$ cat config.mk
export PLATFORM = sky130hd
export DESIGN_NAME = lbmd1q2_ctrl
export DESIGN_NICKNAME = d
export VERILOG_FILES = /design/src/hw/rtl/lbmd1q2_pkg.sv /design/src/hw/rtl/lbmd1q2_ctrl.sv
export SDC_FILE = /design/constraint.sdc
export NUM_CORES = 1
export LEC_CHECK = 0
export BUFFER_PORTS_ARGS = -buffer_cell sky130_fd_sc_hd__buf_4
export CORE_UTILIZATION = 37
export DETAILED_ROUTE_END_ITERATION = 10
export PLACE_DENSITY = 0.62
export SLEW_MARGIN = 0
export SYNTH_ARGS = -nofsm -noshare
export SYNTH_HDL_FRONTEND = slang
export SYNTH_SLANG_ARGS = --single-unit
$ cat constraint.sdc
create_clock -name aclk -period 3 [get_ports aclk]
set_input_delay 0.6 -clock aclk [delete_from_list [all_inputs] [get_ports aclk]]
set_output_delay 0.6 -clock aclk [all_outputs]
set_load 0.02 [all_outputs]
$ cat src/hw/rtl/lbmd1q2_pkg.sv
package lbmd1q2_pkg;

    localparam int OMEGA_BITS = 30;

    localparam logic [1:0] CMD_INIT = 2'd0;
    localparam logic [1:0] CMD_STEP = 2'd1;
    localparam logic [1:0] CMD_READ = 2'd2;

    localparam logic [2:0] REG_RELAX_RATE     = 3'd0;
    localparam logic [2:0] REG_LEFT_WALL      = 3'd1;
    localparam logic [2:0] REG_RIGHT_WALL     = 3'd2;
    localparam logic [2:0] REG_LEFT_FLUX_TERM = 3'd3;
    localparam logic [2:0] REG_BOUNDARY_MODE  = 3'd4;
    localparam logic [2:0] REG_CELL_COUNT     = 3'd5;

    localparam logic signed [63:0] ROUND_HALF = 64'sd1 <<< (OMEGA_BITS - 1);
    localparam logic signed [34:0] SAT_MAX = 35'sd2147483647;
    localparam logic signed [34:0] SAT_MIN = -35'sd2147483648;

    typedef struct packed {
        logic [30:0]        relax_rate;
        logic signed [31:0] left_wall;
        logic signed [31:0] right_wall;
        logic signed [31:0] left_flux_term;
        logic               boundary_mode;
    } cfg_t;

    typedef struct packed {
        logic load_item;
        logic init_wr;
        logic rd_en;
        logic rd_step;
        logic wall_wr;
        logic out_load;
    } dp_cmd_t;

    typedef struct packed {
        logic pipe_busy;
        logic out_busy;
    } dp_stat_t;

    function automatic logic signed [31:0] sat32(input logic signed [34:0] x);
        logic signed [31:0] r;
        if (x > SAT_MAX) begin
            r = 32'sh7fffffff;
        end else if (x < SAT_MIN) begin
            r = 32'sh80000000;
        end else begin
            r = x[31:0];
        end
        return r;
    endfunction

endpackage

$ cat src/hw/rtl/lbmd1q2_ctrl.sv
module lbmd1q2_ctrl #(
    parameter int MAX_CELLS = 64,
    localparam int AW = $clog2(MAX_CELLS)
) (
    input  logic                    aclk,
    input  logic                    aresetn,
    input  logic                    s_tvalid,
    output logic                    s_tready,
    input  logic [1:0]              s_cmd,
    input  logic [6:0]              cell_count,
    output lbmd1q2_pkg::dp_cmd_t    dp_cmd,
    input  lbmd1q2_pkg::dp_stat_t   dp_stat,
    output logic [AW-1:0]           cell_addr,
    output logic [AW-1:0]           last_addr
);
    import lbmd1q2_pkg::*;

    localparam logic [2:0] ST_IDLE  = 3'd0;
    localparam logic [2:0] ST_INIT  = 3'd1;
    localparam logic [2:0] ST_STEP  = 3'd2;
    localparam logic [2:0] ST_DRAIN = 3'd3;
    localparam logic [2:0] ST_WALL  = 3'd4;
    localparam logic [2:0] ST_READ  = 3'd5;
    localparam logic [2:0] ST_OUT   = 3'd6;

    localparam logic [AW-1:0] INIT_LAST = AW'(MAX_CELLS - 1);
    localparam logic [AW-1:0] ADDR_ONE  = AW'(1);

    logic [2:0]    state_reg, state_next;
    logic [AW-1:0] cnt_reg, cnt_next;
    int            cells_used;

    always_comb begin
        if (cell_count < 7'd2) begin
            cells_used = 2;
        end else if (int'(cell_count) > MAX_CELLS) begin
            cells_used = MAX_CELLS;
        end else begin
            cells_used = int'(cell_count);
        end
    end

    assign last_addr = AW'(cells_used - 1);
    assign cell_addr = cnt_reg;
    assign s_tready  = (state_reg == ST_IDLE);

    always_comb begin
        state_next = state_reg;
        cnt_next   = cnt_reg;
        dp_cmd     = '0;
        case (state_reg)
            ST_IDLE: begin
                if (s_tvalid) begin
                    dp_cmd.load_item = 1'b1;
                    cnt_next         = '0;
                    case (s_cmd)
                        CMD_INIT: state_next = ST_INIT;
                        CMD_STEP: state_next = ST_STEP;
                        CMD_READ: state_next = ST_READ;
                        default:  state_next = ST_IDLE;
                    endcase
                end
            end
            ST_INIT: begin
                dp_cmd.init_wr = 1'b1;
                if (cnt_reg == INIT_LAST) begin
                    state_next = ST_IDLE;
                end else begin
                    cnt_next = cnt_reg + ADDR_ONE;
                end
            end
            ST_STEP: begin
                dp_cmd.rd_en   = 1'b1;
                dp_cmd.rd_step = 1'b1;
                if (cnt_reg == last_addr) begin
                    state_next = ST_DRAIN;
                end else begin
                    cnt_next = cnt_reg + ADDR_ONE;
                end
            end
            ST_DRAIN: begin
                if (!dp_stat.pipe_busy) begin
                    state_next = ST_WALL;
                end
            end
            ST_WALL: begin
                dp_cmd.wall_wr = 1'b1;
                state_next     = ST_IDLE;
            end
            ST_READ: begin
                dp_cmd.rd_en = 1'b1;
                state_next   = ST_OUT;
            end
            ST_OUT: begin
                if (!dp_stat.out_busy) begin
                    dp_cmd.out_load = 1'b1;
                    state_next      = ST_IDLE;
                end
            end
            default: begin
                state_next = ST_IDLE;
            end
        endcase
    end

    always_ff @(posedge aclk) begin
        if (!aresetn) begin
            state_reg <= ST_IDLE;
            cnt_reg   <= '0;
        end else begin
            state_reg <= state_next;
            cnt_reg   <= cnt_next;
        end
    end

endmodule

==> impl_results.md <==
- Outcome: finished, final reports clean
- IO Pins: 33
- Commonest cells in the netlist: nand2_1, a21oi_1, dfxtp_1
- Root Driver: clkbuf_4
- Design area: roughly 1200 um2
- Part of the Yosys area used for sequential elements: 21.02%
- Synthesized area: 857.1 um2
- Setup TNS: 0 ns
- Area grow syn2layout: 37.81%
- Most common cell in the synthesized netlist: nand2_1
- Crit path time final: 2.844 ns
- Placed cells: 170
- Share of layout cells above drive strength 1: 30.82%
- Residual DRC count: 0
- H-Tree Depth: 1
- Number of fill cells: around 230
- Vias after detailed routing: 898
- Fin worst setup slack: 0.1558 ns
- Grt total ovfl: 0
- Synth warn: 0
- Die Width: 50.13 um
- Fin util: a little over half
- Crit start category: input pin
- Gp weighted congestion: 0.8122
- CTS max path bufs: 2
- Critical Path Fanout Max: 5
- Wire per inst: 11.89 um
- Max reg flops: 6
- Top cells by area, synth: dfxtp_1, nand2_1, mux2i_1
- Count of different cell masters after synthesis: 36
- FFs w/ async S/R, synth: 0%
- Largest net degree at the start of global routing: 14
- Yosys top cell area share: a little over a fifth
- Total wire length: roughly 2.1 mm
- Worst reg2reg path depth: 5
- WP data required: ~2.4 ns
- Pleak: 0.0005092 uW
- PD cells: approximately 420 nW/um2
- Total of max-cap violations: 0
- Dominant synthesized flop cell: dfxtp_1
- Post-synth top area cell: dfxtp_1
- Mean Syn Cell Area: 7.585 um2
- Vias in the first global route: 765
- DR iter-0 viols: 13
- Endpoints failing hold: 0
- Pins Over Slew Limit: 0
- Reg area: 180.2 um2
- GRT Total Usage: 17.79%
- Die H: 50.13 um
- Clk_lat worst skew: 0.27 ns
- Post-synth EDFFs: 0
- Core area: 2191 um2
- Kind of critical path: input pin to output port
- Setup slack, reg-to-reg: 1.20 ns
- Register bit total from synthesis: 9
- Number of port buffers: 32
- RR Endpoint: cell_addr[1]
- Setup bufs post-CTS: 0
- Place WS: -0.03708 ns
- Fin crit share: 94.81%
- Post-DP HPWL: 1.677 mm
- Final Skew: ~0.0078 ns
- F_max: 351.6 MHz
- Met3 WL: roughly 140 um
- Post-route insts no fill: 174
- CTS Buf Count: 3
- RSZ-0062 raised after global routing: no
- Net Count, Synth: 129
- Max VDD drop: roughly 0.00024 V
- Slew HR: 50.25%
- CP Capture Type: output port
- Cts repair resizes: 0
- Wl on met1: 999 um
- Hold Startpoint: cell_addr[5]
- WHS Path Cells: 2
- Ant diodes: 0
- Initial Util: 39.12%
- Worst-margin pin slew: 0.7447 ns
- Cells after Synth: 113
- Die ar.: 2513 um2
- CTS tree: built
- CP Data Arrival Time: 2.24 ns
- Final setup fails: 0
- Hold buffer count at CTS: 0
- Placed cell areas: 1154 um2
- Hold Path Sink: cell_addr[5]
- Total area of multi-input combinational cells: 679.4 um2
- Met2 routed WL: 919 um
- Antenna Nets Post-Route: 0
- Nets: 163
- Clock Pin Slew Worst Setup and Hold Paths: ~0.070 ns
- Worst r2r src: state_reg[1]
- Top routing layer in use: met4
- Initial antenna violation count: 0
- HP Class: flip-flop to flip-flop
- Std cell rows: 17
- First-pass GRT wire length: between 3 and 4 mm
- Clock sink count: 9
- Drt pass-1 iters: 2
- Vias per cell: 5.161
area by class of cell:
type	instances	area share, %
Multi-Input combinational cell	97	57.52
Timing Repair Buffer	33	20.97
Sequential cell	9	15.25
Tap cell	28	2.966
Clock buffer	3	1.907
Inverter	3	0.9534
Clock inverter	1	0.4237
cell usage in the layout (no fill, tap or decap), types with 2 or more instances in the layout:
cell / n
nor2b_1: 4
xor2_1: 5
nand2_1: 19
a21oi_1: 10
o21ai_0: 4
inv_1: 3
nand4_1: 3
mux2i_1: 6
buf_4: 33
nor3_1: 7
nor2_1: 4
and3_1: 2
nor4bb_1: 2
nor3b_1: 3
nand2b_1: 6
dfxtp_1: 9
nand3_1: 2
clkbuf_4: 3
worst max-delay path by stage:
stage	startpoint	endpoint	depth (start not counted)
2_1_floorplan	cell_count[5]	cell_addr[2]	9
3_3_place_gp	cell_count[5]	cell_addr[3]	10
3_5_place_dp	cell_count[5]	cell_addr[3]	10
4_1_cts	cell_count[5]	last_addr[4]	7
5_1_grt	cell_count[5]	last_addr[4]	7
6_report	cell_count[5]	last_addr[4]	7
worst max-delay path: stages:
cell and delay (ns):
buf_4 0.11, or2_4 0.26, o41ai_4 0.23, ha_2 0.29
or4b_4 0.48, o211ai_4 0.09, buf_4 0.17
routing by layer:
metal  GRT usage (%)  vias to the layer above
met5               0                        -
met4           4.286                        0
met3           5.758                        2
met2           26.44                       22
met1           24.54                      399
li1                -                      475
per-stage QoR:
step	hold slack [ns]	total power (uW)
floorplan	0.5644	314.5
global placement	0.5136	397.6
detailed placement	0.5062	401.4
CTS	0.5181	501.4
global route	0.5444	534.2
finish	0.5180	498.5
where the power goes:
group | internal [uW] | switching (uW) | leakage (uW)
clock | 49.3 | 52.0 | 0.0000177
combinational | 109 | 129 | 0.000418
sequential | 131 | 27.8 | 0.0000732
cells by family after synthesis:
logic type,share of synthesized area [%]
buffers and inverters,3.065
muxes,7.008
adders and majority gates,2.919
DFF,21.02
AOI/OAI and AO/OA,17.08
and+or+nand+nor,40.00
xor gates and xnor gates,8.905
Note: power is estimated with default switching activity, not from simulation.
